File: src/rtl/pcsf_pkg.sv
// ----------------------------------------------------------------------------
// pcsf_pkg
// Shared types, codes and byte tables of the plotter command stream filter.
// ----------------------------------------------------------------------------
package pcsf_pkg;

  // Event kinds on the input channel
  localparam logic [1:0] FUNC_CHAR  = 2'd0;
  localparam logic [1:0] FUNC_EOF   = 2'd1;
  localparam logic [1:0] FUNC_SOF   = 2'd2;
  localparam logic [1:0] FUNC_FINAL = 2'd3;

  localparam logic [7:0] CH_ESC  = 8'h1B;
  localparam logic [7:0] CH_NL   = 8'h0A;
  localparam logic [7:0] CH_SEMI = 8'h3B;
  localparam logic [7:0] CH_ONE  = 8'h31;

  // Escape sequence placed ahead of the command bytes
  typedef enum logic [1:0] {
    PRE_NONE,
    PRE_RESET,
    PRE_SETUP
  } pre_kind_t;

  // Fixed string placed after the command bytes
  typedef enum logic [1:0] {
    TAIL_NONE,
    TAIL_NL,
    TAIL_SP,
    TAIL_EOF
  } tail_kind_t;

  // One event's output run, in compact form
  typedef struct packed {
    pre_kind_t  pre;
    logic       b0_v;
    logic [7:0] b0;
    logic       b1_v;
    logic [7:0] b1;
    tail_kind_t tail;
  } job_t;

  // Setup sequence; the reset sequence is its first seven bytes
  function automatic logic [7:0] setup_byte(input logic [3:0] idx);
    logic [7:0] b;
    case (idx)
      4'd0:    b = CH_ESC;
      4'd1:    b = 8'h45;  // E
      4'd2:    b = CH_ESC;
      4'd3:    b = 8'h28;  // (
      4'd4:    b = 8'h31;  // 1
      4'd5:    b = 8'h30;  // 0
      4'd6:    b = 8'h55;  // U
      4'd7:    b = CH_ESC;
      4'd8:    b = 8'h26;  // &
      4'd9:    b = 8'h6C;  // l
      4'd10:   b = 8'h31;  // 1
      4'd11:   b = 8'h4F;  // O
      4'd12:   b = CH_ESC;
      4'd13:   b = 8'h25;  // %
      4'd14:   b = 8'h30;  // 0
      default: b = 8'h42;  // B
    endcase
    return b;
  endfunction

  function automatic logic [3:0] pre_last_idx(input pre_kind_t pre);
    logic [3:0] n;
    case (pre)
      PRE_RESET: n = 4'd6;
      default:   n = 4'd15;
    endcase
    return n;
  endfunction

  function automatic logic [1:0] tail_last_idx(input tail_kind_t tail);
    logic [1:0] n;
    case (tail)
      TAIL_SP:  n = 2'd2;
      TAIL_EOF: n = 2'd2;
      default:  n = 2'd0;
    endcase
    return n;
  endfunction

  function automatic logic [7:0] tail_byte(input tail_kind_t tail, input logic [1:0] idx);
    logic [7:0] b;
    case (tail)
      TAIL_SP: begin
        case (idx)
          2'd0:    b = CH_ONE;
          2'd1:    b = CH_SEMI;
          default: b = CH_NL;
        endcase
      end
      TAIL_EOF: begin
        case (idx)
          2'd1:    b = CH_NL;
          default: b = CH_SEMI;
        endcase
      end
      default: b = CH_NL;
    endcase
    return b;
  endfunction

endpackage

File: src/rtl/plotter_command_stream_filter_unit.sv
// ----------------------------------------------------------------------------
// plotter_command_stream_filter_unit
// Rewrites a two-letter plotter command stream into a printer byte stream.
// ----------------------------------------------------------------------------
// Input side is a queue write port: an event (func, in_byte) transfers on a
// clock edge with push high and full low. Output side is a queue read port:
// while empty is low, out_byte/last_of_run show the oldest byte, and it
// transfers on an edge with pop high. last_of_run marks the final byte that
// one event produces; events that produce nothing leave no trace.
// The parser takes one event per cycle and writes a compact job record into
// a JOB_DEPTH-entry job queue; the sequencer expands one job at a time at
// one output byte per cycle (an event yields 0 to 18 bytes). With an idle
// sequencer a job passes the queue and job register ahead of the output
// register. Input throughput is one event per cycle until the job queue fills,
// so sustained rate is set by the byte count per event at the sequencer.
// A stalled reader holds the output register; the sequencer then stops and
// the job queue raises full once it holds JOB_DEPTH jobs.
// Reset (rst, synchronous) empties both queues, sets first-letter mode,
// clears the first letter, sets the setup flag and the terminator to 3.
// cfg_write loads cfg_data into the label terminator; write it while idle.
// ----------------------------------------------------------------------------
module plotter_command_stream_filter_unit import pcsf_pkg::*; #(
  parameter int JOB_DEPTH = 4
) (
  input  logic       clk,
  input  logic       rst,
  input  logic       push,
  output logic       full,
  input  logic [1:0] func,
  input  logic [7:0] in_byte,
  output logic       empty,
  input  logic       pop,
  output logic [7:0] out_byte,
  output logic       last_of_run,
  input  logic       cfg_write,
  input  logic [7:0] cfg_data
);

  logic take;
  job_t job;
  logic job_push;
  job_t head;
  logic head_avail;
  logic head_take;

  assign take = push && !full;

  pcsf_front u_front (
    .clk       (clk),
    .rst       (rst),
    .take      (take),
    .func      (func),
    .in_byte   (in_byte),
    .cfg_write (cfg_write),
    .cfg_data  (cfg_data),
    .job       (job),
    .job_push  (job_push)
  );

  pcsf_job_queue #(
    .DEPTH (JOB_DEPTH)
  ) u_queue (
    .clk    (clk),
    .rst    (rst),
    .wr_en  (job_push),
    .wr_job (job),
    .full   (full),
    .rd_en  (head_take),
    .rd_job (head),
    .avail  (head_avail)
  );

  pcsf_back u_back (
    .clk         (clk),
    .rst         (rst),
    .head        (head),
    .head_avail  (head_avail),
    .head_take   (head_take),
    .empty       (empty),
    .pop         (pop),
    .out_byte    (out_byte),
    .last_of_run (last_of_run)
  );

endmodule

File: src/rtl/pcsf_front.sv
// ----------------------------------------------------------------------------
// pcsf_front
// Parser: tracks the command state and turns each event into a job record.
// ----------------------------------------------------------------------------
module pcsf_front import pcsf_pkg::*; (
  input  logic       clk,
  input  logic       rst,
  input  logic       take,
  input  logic [1:0] func,
  input  logic [7:0] in_byte,
  input  logic       cfg_write,
  input  logic [7:0] cfg_data,
  output job_t       job,
  output logic       job_push
);

  typedef enum logic [2:0] {
    MODE_FIRST  = 3'd0,
    MODE_SECOND = 3'd1,
    MODE_LABEL  = 3'd2,
    MODE_COPY   = 3'd3,
    MODE_SKIP   = 3'd4
  } mode_t;

  mode_t      mode;
  mode_t      mode_next;
  logic [7:0] first_letter;
  logic [7:0] first_letter_next;
  logic       setup_pending;
  logic       setup_pending_next;
  logic [7:0] label_terminator;

  logic       letter;
  logic [7:0] low_c;

  always_comb begin
    letter = ((in_byte >= 8'h41) && (in_byte <= 8'h5A)) ||
             ((in_byte >= 8'h61) && (in_byte <= 8'h7A));
    low_c  = ((in_byte >= 8'h41) && (in_byte <= 8'h5A)) ? (in_byte | 8'h20) : in_byte;
  end

  always_comb begin
    mode_next          = mode;
    first_letter_next  = first_letter;
    setup_pending_next = setup_pending;
    job.pre  = PRE_NONE;
    job.b0_v = 1'b0;
    job.b0   = in_byte;
    job.b1_v = 1'b0;
    job.b1   = low_c;
    job.tail = TAIL_NONE;

    case (func)
      FUNC_CHAR: begin
        case (mode)
          MODE_SECOND: begin
            job.b0 = first_letter;
            if (first_letter == 8'h69 && low_c == 8'h6E) begin        // in
              if (setup_pending) begin
                job.pre = PRE_SETUP;
              end
              setup_pending_next = 1'b1;
              job.b0_v  = 1'b1;
              job.b1_v  = 1'b1;
              mode_next = MODE_COPY;
            end else if (first_letter == 8'h6C && low_c == 8'h62) begin // lb
              job.b0_v  = 1'b1;
              job.b1_v  = 1'b1;
              mode_next = MODE_LABEL;
            end else if (first_letter == 8'h73 && low_c == 8'h70) begin // sp
              job.b0_v  = 1'b1;
              job.b1_v  = 1'b1;
              job.tail  = TAIL_SP;
              mode_next = MODE_SKIP;
            end else if (first_letter == 8'h76 && low_c == 8'h73) begin // vs
              mode_next = MODE_SKIP;
            end else begin
              job.b0_v  = 1'b1;
              job.b1_v  = 1'b1;
              mode_next = MODE_COPY;
            end
          end
          MODE_LABEL: begin
            job.b0_v = 1'b1;
            if (in_byte == label_terminator) begin
              job.tail  = TAIL_NL;
              mode_next = MODE_FIRST;
            end
          end
          MODE_COPY: begin
            if (letter) begin
              first_letter_next = low_c;
              mode_next         = MODE_SECOND;
            end else begin
              job.b0_v = 1'b1;
              if (in_byte == CH_SEMI) begin
                mode_next = MODE_FIRST;
              end
            end
          end
          MODE_SKIP: begin
            if (letter) begin
              first_letter_next = low_c;
              mode_next         = MODE_SECOND;
            end else if (in_byte == CH_SEMI) begin
              mode_next = MODE_FIRST;
            end
          end
          default: begin
            if (letter) begin
              first_letter_next = low_c;
              mode_next         = MODE_SECOND;
            end else begin
              job.b0_v = 1'b1;
            end
          end
        endcase
      end
      FUNC_EOF: begin
        // label text still open: close it with the terminator first
        job.b0   = label_terminator;
        job.b0_v = (mode == MODE_LABEL);
        job.tail = TAIL_EOF;
      end
      FUNC_SOF: begin
        job.pre            = PRE_SETUP;
        setup_pending_next = 1'b0;
      end
      default: begin
        job.pre = PRE_RESET;
      end
    endcase
  end

  // drop events that emit nothing
  assign job_push = take && ((job.pre != PRE_NONE) || job.b0_v || (job.tail != TAIL_NONE));

  always_ff @(posedge clk) begin
    if (rst) begin
      mode             <= MODE_FIRST;
      first_letter     <= 8'h00;
      setup_pending    <= 1'b1;
      label_terminator <= 8'h03;
    end else begin
      if (take) begin
        mode          <= mode_next;
        first_letter  <= first_letter_next;
        setup_pending <= setup_pending_next;
      end
      if (cfg_write) begin
        label_terminator <= cfg_data;
      end
    end
  end

endmodule

File: src/rtl/pcsf_job_queue.sv
// ----------------------------------------------------------------------------
// pcsf_job_queue
// Small FIFO of job records between parser and byte sequencer.
// ----------------------------------------------------------------------------
module pcsf_job_queue import pcsf_pkg::*; #(
  parameter int DEPTH = 4
) (
  input  logic clk,
  input  logic rst,
  input  logic wr_en,
  input  job_t wr_job,
  output logic full,
  input  logic rd_en,
  output job_t rd_job,
  output logic avail
);

  localparam int PTR_W = (DEPTH > 1) ? $clog2(DEPTH) : 1;
  localparam int CNT_W = $clog2(DEPTH + 1);
  localparam logic [PTR_W-1:0] PTR_LAST = PTR_W'(DEPTH - 1);
  localparam logic [CNT_W-1:0] CNT_FULL = CNT_W'(DEPTH);

  job_t             slots [DEPTH];
  logic [PTR_W-1:0] wr_ptr;
  logic [PTR_W-1:0] rd_ptr;
  logic [CNT_W-1:0] count;

  assign full   = (count == CNT_FULL);
  assign avail  = (count != '0);
  assign rd_job = slots[rd_ptr];

  always_ff @(posedge clk) begin
    if (wr_en) begin
      slots[wr_ptr] <= wr_job;
    end
  end

  always_ff @(posedge clk) begin
    if (rst) begin
      wr_ptr <= '0;
      rd_ptr <= '0;
      count  <= '0;
    end else begin
      if (wr_en) begin
        wr_ptr <= (wr_ptr == PTR_LAST) ? '0 : wr_ptr + 1'b1;
      end
      if (rd_en) begin
        rd_ptr <= (rd_ptr == PTR_LAST) ? '0 : rd_ptr + 1'b1;
      end
      case ({wr_en, rd_en})
        2'b10:   count <= count + 1'b1;
        2'b01:   count <= count - 1'b1;
        default: count <= count;
      endcase
    end
  end

endmodule

File: src/rtl/pcsf_back.sv
// ----------------------------------------------------------------------------
// pcsf_back
// Byte sequencer: walks each job record and issues one byte per cycle
// into the output register whenever that register is empty or popped.
// ----------------------------------------------------------------------------
module pcsf_back import pcsf_pkg::*; (
  input  logic       clk,
  input  logic       rst,
  input  job_t       head,
  input  logic       head_avail,
  output logic       head_take,
  output logic       empty,
  input  logic       pop,
  output logic [7:0] out_byte,
  output logic       last_of_run
);

  typedef enum logic [1:0] {
    SEG_PRE,
    SEG_B0,
    SEG_B1,
    SEG_TAIL
  } seg_t;

  logic       busy;
  job_t       cur;
  seg_t       seg;
  logic [3:0] idx;
  logic       out_valid;

  seg_t       seg_next;
  logic [3:0] idx_next;
  logic       done;
  logic [7:0] cur_byte;
  seg_t       start_seg;
  logic       adv;

  assign adv   = !out_valid || pop;
  assign empty = !out_valid;

  always_comb begin
    case (seg)
      SEG_PRE:  cur_byte = setup_byte(idx);
      SEG_B0:   cur_byte = cur.b0;
      SEG_B1:   cur_byte = cur.b1;
      default:  cur_byte = tail_byte(cur.tail, idx[1:0]);
    endcase
  end

  always_comb begin
    seg_next = SEG_TAIL;
    idx_next = '0;
    done     = 1'b0;
    case (seg)
      SEG_PRE: begin
        if (idx != pre_last_idx(cur.pre)) begin
          seg_next = SEG_PRE;
          idx_next = idx + 4'd1;
        end else if (cur.b0_v) begin
          seg_next = SEG_B0;
        end else if (cur.tail == TAIL_NONE) begin
          done = 1'b1;
        end
      end
      SEG_B0: begin
        if (cur.b1_v) begin
          seg_next = SEG_B1;
        end else if (cur.tail == TAIL_NONE) begin
          done = 1'b1;
        end
      end
      SEG_B1: begin
        done = (cur.tail == TAIL_NONE);
      end
      default: begin
        if (idx[1:0] != tail_last_idx(cur.tail)) begin
          idx_next = idx + 4'd1;
        end else begin
          done = 1'b1;
        end
      end
    endcase
  end

  always_comb begin
    if (head.pre != PRE_NONE) begin
      start_seg = SEG_PRE;
    end else if (head.b0_v) begin
      start_seg = SEG_B0;
    end else begin
      start_seg = SEG_TAIL;
    end
  end

  // load on idle, or straight behind the final byte of the current run
  assign head_take = head_avail && (!busy || (adv && done));

  always_ff @(posedge clk) begin
    if (rst) begin
      busy      <= 1'b0;
      out_valid <= 1'b0;
    end else begin
      if (busy && adv) begin
        out_valid   <= 1'b1;
        out_byte    <= cur_byte;
        last_of_run <= done;
        if (!done) begin
          seg <= seg_next;
          idx <= idx_next;
        end else if (!head_avail) begin
          busy <= 1'b0;
        end
      end else begin
        out_valid <= out_valid && !pop;
      end
      if (head_take) begin
        busy <= 1'b1;
        cur  <= head;
        seg  <= start_seg;
        idx  <= '0;
      end
    end
  end

endmodule

File: config.mk
export PLATFORM = sky130hd
export DESIGN_NAME = plotter_command_stream_filter_unit
export DESIGN_NICKNAME = d
export VERILOG_FILES = /design/src/rtl/pcsf_pkg.sv /design/src/rtl/plotter_command_stream_filter_unit.sv /design/src/rtl/pcsf_front.sv /design/src/rtl/pcsf_job_queue.sv /design/src/rtl/pcsf_back.sv
export SDC_FILE = /design/constraint.sdc
export NUM_CORES = 1
export LEC_CHECK = 0
export BUFFER_PORTS_ARGS = -buffer_cell sky130_fd_sc_hd__clkbuf_2
export CAP_MARGIN = 20
export CORE_ASPECT_RATIO = 0.9
export CORE_MARGIN = 2
export CORE_UTILIZATION = 40
export DETAILED_ROUTE_END_ITERATION = 7
export GPL_ROUTABILITY_DRIVEN = 0
export PLACE_DENSITY_LB_ADDON = 0.15
export SKIP_LAST_GASP = 1
export SLEW_MARGIN = 10
export SYNTH_ARGS = -nofsm -noshare
export SYNTH_HDL_FRONTEND = slang
export SYNTH_SLANG_ARGS = --single-unit
File: constraint.sdc
create_clock -name clk -period 3.4 [get_ports clk]
set_input_delay 0.34 -clock clk [delete_from_list [all_inputs] [get_ports clk]]
set_output_delay 0.34 -clock clk [all_outputs]
set_load 0.1 [all_outputs]
# Word-level counts from Yosys, hierarchy flattened
# Memory sizes are Yosys's and may differ from the RTL's. A register that Yosys moved wholly into a read port is not among the register bits.
# Index checks and enable logic that the tools add are counted.
[word_totals]
elab_cells = 187
reg_bits = 66
memories = 2
mem_bits_rw = 88
input_bits = 23
romBits = 112
[memory_table]
columns = ["memory", "words", "width", "rd", "rd_clocked_by_memory_dff", "wr", "line_no", "rtl"]
rows = [
  ["(no name shown)", 16, 7, 1, 1, 0, "pcsf_pkg.sv:46", "case (idx)"],
  ["u_queue.slots", 4, 22, 1, 1, 1, "pcsf_job_queue.sv:23", "job_t slots [DEPTH];"],
]
[op_classes]
mux = 74
add_sub_neg = 5
n_eq_ne = 35
n_lt_le_gt_ge = 4
n_bitwise = 2
n_reduce_logical = 46
[ops]
columns = ["op", "count"]
rows = [
  ["8-bit by 7-bit == test with 1-bit output, second input constant", 8],
  ["2-bit two-way mux", 19],
  ["4-bit two-way mux", 8],
  ["3-bit two-way mux", 8],
  ["8-bit case mux with 3 select lines", 1],
  ["1-bit two-way mux", 22],
  ["9-bit case mux with 2 select lines", 1],
  ["8-bit by 7-bit >= comparator with 1-bit output, second input constant", 2],
  ["8-bit by 7-bit <= comparator with 1-bit output, second input constant", 2],
  ["8-bit case mux with 2 select lines", 1],
  ["2-bit == test, second input constant", 7],
  ["2-bit nonzero test", 7],
  ["1-bit logical AND", 12],
  ["6-bit two-way mux", 2],
  ["2-bit case mux with 2 select lines", 3],
  ["6-bit case mux with 2 select lines", 1],
  ["2-bit by 1-bit == test with 1-bit output, second input constant", 5],
  ["9-bit two-way mux", 1],
  ["3-bit case mux with 3 select lines", 1],
  ["8-bit by 6-bit == test with 1-bit output, second input constant", 1],
  ["8-bit == test", 1],
  ["2-bit zero test", 4],
  ["4-bit case mux with 2 select lines", 1],
  ["4-bit AND reduction", 2],
  ["other kinds (26)", 46],
]

# Longest topological paths before layout
[logic_depth]
word_depth = 16
mapped_depth = 14
mapped_depth_nobuf = 13

# By module
# From an unflattened synthesis, not the netlist that was laid out.
[hier_totals]
cells_unflattened = 526
hier_area_um2 = 7349.5
[by_module_without_submodules]
columns = ["module", "area_each_um2", "cells_per_inst", "instances"]
rows = [
  ["pcsf_job_queue", 3618.5, 158, 1],
  ["pcsf_back", 2292.2, 181, 1],
  ["pcsf_front", 1425.1, 186, 1],
  ["plotter_command_stream_filter_unit", 13.8, 1, 1],
]

# Worst setup path after synthesis
# OpenSTA, ideal clock, no wires.
[synth_path]
kind = "input port to flip-flop"
startpoint = "input port in_byte[2]"
endpoint = "register u_queue.count[2]"
required_time_ns = 3.330
setup_ns = 0.070
setup_slack_ns = 0.313
stages = 14
n_path_buf = 1
t_arrival_ns = 3.017
path_cell_list = "buf_2 nor4b_1 nand2_1 or3_1 o2111ai_1 o211ai_2 o21a_2 inv_2 ha_1 inv_1 fa_1 xor2_1 or3_1 a21oi_1"
[synth_lines]
columns = ["item", "line_no", "rtl"]
rows = [
  ["start: declaration", "plotter_command_stream_filter_unit.sv:30", "input logic [7:0] in_byte,"],
  ["end signal: assignment", "pcsf_job_queue.sv:51", "2'b10: count <= count + 1'b1;"],
  ["end signal: assignment", "pcsf_job_queue.sv:52", "2'b01: count <= count - 1'b1;"],
  ["end signal: assignment", "pcsf_job_queue.sv:53", "default: count <= count;"],
  ["end: declaration", "pcsf_job_queue.sv:26", "logic [CNT_W-1:0] count;"],
]

# Final worst setup path
[layout_path]
startpoint = "register u_back.idx[3]"
endpoint = "register u_queue.count[2]"
[layout_via]
elab_chain_len = 8
word_cells_on_any_way = 10
classes_between = "eq/ne (3); mux (3); reduce/logical (4)"
[layout_rtl]
columns = ["item", "line_no", "rtl"]
rows = [
  ["start: declaration", "pcsf_back.sv:28", "logic [3:0] idx;"],
  ["start signal: assignment", "pcsf_back.sv:109", "idx <= idx_next;"],
  ["4-bit inequality test (*)", "pcsf_back.sv:56", "if (idx != pre_last_idx(cur.pre)) begin"],
  ["1-bit two-way mux (*)", "pcsf_back.sv:56", ""],
  ["1-bit case mux with 3 select lines (*)", "pcsf_back.sv:54", "case (seg)"],
  ["1-bit logical AND (*)", "pcsf_back.sv:96", "assign head_take = head_avail && (!busy || (adv && done));"],
  ["1-bit logical OR (*)", "pcsf_back.sv:96", ""],
  ["1-bit logical AND (*)", "pcsf_back.sv:96", ""],
  ["net head_take", "plotter_command_stream_filter_unit.sv:44", "logic head_take;"],
  ["2-bit by 1-bit == test with 1-bit output / 2-bit == test (equally long branches)", "pcsf_job_queue.sv:50", "case ({wr_en, rd_en})"],
  ["3-bit case mux with 2 select lines / 2-bit nonzero test (equally long branches)", "--", ""],
]
# The timed path passes the listed nets; every way through them passes the cells marked *.
# A chain may end at the register's enable or synchronous reset.

==> flow_metrics.tcl <==
set metrics [dict create \
    setup_violations 0 \
    grt_pass1_vias 4377 \
    finalHoldViolCount 0 \
    async_flop_share_pct 0 \
    critPathSlowestCell "or4b_4" \
    pin_count 34 \
    cts_hold_buf 0 \
    final_common_cell "edfxtp_1" \
    first_pass_iters 5 \
    r2r-end "u_queue.count[2]$_SDFFE_PP0P_" \
    drc 0 \
    seqPwrFrac_pct 41.2 \
    tns_ns 0 \
    pre_cts_slack_ns 0.0967 \
    wl_um 15100 \
    cts_setup_buffers 0 \
    die_w_um 146 \
    diodes 0 \
    grt_setup_unrepaired "false" \
    final-seq-area_um2 4510 \
    yosysWarnings 0 \
    final_cell_mix "125 x edfxtp_1, 49 x nor2_1, 38 x dfxtp_1, 35 x nand2_1, 33 x clkbuf_2" \
    layout_min_cycle_time_ns 3.19 \
    ys.flop_type "edfxtp_1" \
    synth_top_area_cell "edfxtp_1" \
    cts_buffer_depth 2 \
    synth_area_um2 7260 \
    crit_fanout 5 \
    cpPeakStageDelay_ns 0.54 \
    timing.critical_path.cells "or4b_4 > o21ai_2 > a21bo_4 > nand2_1 > o21ai_1 > nand2b_1 > inv_1 > ha_1 > inv_1 > fa_1 > xor2_1 > or3_1 > a21oi_1" \
    cp.arrival_ns 3.54 \
    hold_slack_ns 0.129 \
    min_path_type "input port to flip-flop" \
    slew-limit-headroom_pct 45.4 \
    synth_top_cells_by_area "edfxtp_1 52%, dfxtp_1 10%, mux4_2 6.8%" \
    grt_max_degree 30 \
    reg2regPathDepth 13 \
    cp-start-kind "flip-flop" \
    cts.sinks 163 \
    numCtsBuffers 17 \
    vias_per_cell 5.26 \
    ant_nets 0 \
    internal-power_mw 4.62 \
    slew_viol_final 0 \
    status "finished clean" \
    min_path_cells 2 \
    port_buffers 33 \
    ys_ff_latch 163 \
    die_h_um 132 \
    overflow 0 \
    drv_cap 0 \
    synth_edf_count 125 \
    wl_per_cell_um 18.1 \
    row_count 46 \
    clock_skew_ns 0.0116 \
    switchingPower_mw 2.42 \
    crit_buf_inv 2 \
    tightest_slew_ns 0.818 \
    synth-simple-area-share_pct 11.2 \
    avgSynthCellArea_um2 13.6 \
    synth_top_family_by_area "simple AND/OR/NAND/NOR gates" \
    syn_nets 573 \
    yosysSeqAreaShare_pct 62.2 \
    end_kind "flip-flop" \
    area_growth_pct 15.1 \
    cts_root_buffer "clkbuf_16" \
    fin_ws_ns 0.211 \
    ctsResizeCount 0 \
    drive_above_1_share_pct 20.6 \
    cp.required_ns 3.75 \
    synth_top_area_share_pct 51.7 \
    rrSetupSlack_ns 0.21 \
    place_hpwl_um 10700 \
    hold_end "u_front.label_terminator[0]$_SDFFE_PP1P_" \
    multi_input_area_um2 2570 \
    combPwrFrac_pct 34.3 \
    finalPower_mw 7.04 \
    cpMostUsedCell "inv_1" \
    ys_types 68 \
    power_leakage_nw 3.01 \
    synthMuxAreaShare_pct 10.6 \
    powerDensity_nw_per_um2 843 \
    num_vias 4382 \
    fin_nets 621 \
    swShare_pct 34.4 \
    synth_compound_area_share_pct 8.47 \
    antenna_found_initial 0 \
    period_share_pct 93.8 \
    irDropWorstVdd_v 0.000352 \
    core_area_um2 17700 \
    fp.dieArea_um2 19200 \
    syn_inst 532 \
    initial_utilization_pct 41.1 \
    fillCellCount 1605 \
    critPathKind "flip-flop to flip-flop" \
    synth_xor_area_share_pct 1.81 \
    critPathTopFamily "simple AND/OR/NAND/NOR gates" \
    clk_pin_slew_ns 0.06 \
    cts_tree "done" \
    htreeDepth 4 \
    synth_fa_ha_area_share_pct 3.35 \
    grt_pass1_wl_um 24600 \
    clockPowerShare_pct 24.5 \
    grt.total_usage_pct 16.8 \
    fmax_mhz 314 \
    drt_iter0_markers 308 \
    min_from "cfg_data[0]" \
    worstReg2RegStart "u_back.idx[3]$_SDFFCE_PP0P_" \
    clk_latency_ns 0.42 \
]
cell usage after synthesis (all sizes together), types with 6 or more instances:
cell type	count
xor2	13
ha	17
nand3	6
nor3	9
inv	20
nand2b	6
a22oi	8
and2	9
dfxtp	38
nor2	49
nor2b	9
edfxtp	125
a21oi	17
a211o	7
mux4	22
clkbuf	17
mux2i	25
nand2	35
o21ai	20
buf	6
per-stage QoR:
stage	std cells	util (%)	area (um^2)
after floorplan	532	-	7260
after global placement	801	44.2	7820
after detailed placement	801	44.2	7820
after CTS	833	47.2	8340
after global routing	833	47.3	8350
final	833	47.3	8350
state kept, by name (all words and copies together), names as in the netlist, 3 cells and up, named ones only:
| signal | cells |
|---|---|
| u_queue.slots | 88 |
| u_back.cur | 22 |
| u_back.out_byte | 8 |
| u_front.first_letter | 8 |
| u_front.label_terminator | 8 |
| u_back.idx | 4 |
| u_front.mode | 3 |
| u_queue.count | 3 |
power groups by stage:
stage | logic, mW | clock network, mW | registers, mW
finish | 2.41 | 1.72 | 2.90
detailed placement | 2.44 | 0 | 2.95
floorplan | 1.73 | 0 | 3.03
global route | 2.67 | 1.86 | 2.95
CTS | 2.45 | 1.77 | 2.91
global placement | 2.41 | 0 | 2.94
layout make-up:
cell class / instances / area share [%]
inverters: 20 / 0.899
flip-flops and latches: 163 / 54.1
multi-input cells: 326 / 30.8
well taps: 240 / 3.60
repair buffers: 52 / 4.29
clock buffers: 21 / 5.27
clock inverters: 11 / 1.05
routing by layer:
layer  wire (um)  part of all wire [%]  track usage, %
met5           0                     0               0
met4         212                   1.4            5.66
met3         589                   3.9            4.05
met2        7220                    48            26.7
met1        7100                    47            22.9
worst register-to-register path: stages, from the launching register on:
cell,delay (ns)
edfxtp_1,0.44
or4b_4,0.54
o21ai_2,0.10
a21bo_4,0.18
nand2_1,0.10
o21ai_1,0.21
nand2b_1,0.09
inv_1,0.15
ha_1,0.21
inv_1,0.06
fa_1,0.37
xor2_1,0.16
or3_1,0.32
a21oi_1,0.16
cell families after synthesis:
kind of cell	count (synthesis)
AND/OR/NAND/NOR	157
AO/OA/AOI/OAI	86
flip-flops	163
adder cells (fa/ha/maj)	19
buffers and inverters	43
multiplexers	49
XOR/XNOR	15
how the worst max path moves through the flow:
stage                                         startpoint                             to  slack [ns]  cells after the start
floorplan                                     in_byte[2]  u_queue.count[2]$_SDFFE_PP0P_        0.31                     14
global placement                              in_byte[1]  u_queue.count[2]$_SDFFE_PP0P_        0.22                     14
detailed placement                            in_byte[1]  u_queue.count[2]$_SDFFE_PP0P_         0.1                     14
CTS                          u_back.idx[3]$_SDFFCE_PP0P_  u_queue.count[2]$_SDFFE_PP0P_        0.22                     13
global route        u_front.first_letter[0]$_SDFFE_PP0P_  u_queue.count[2]$_SDFFE_PP0P_       0.003                     13
finish                       u_back.idx[3]$_SDFFCE_PP0P_  u_queue.count[2]$_SDFFE_PP0P_        0.21                     13
Note: power is estimated with default switching activity, not from simulation.
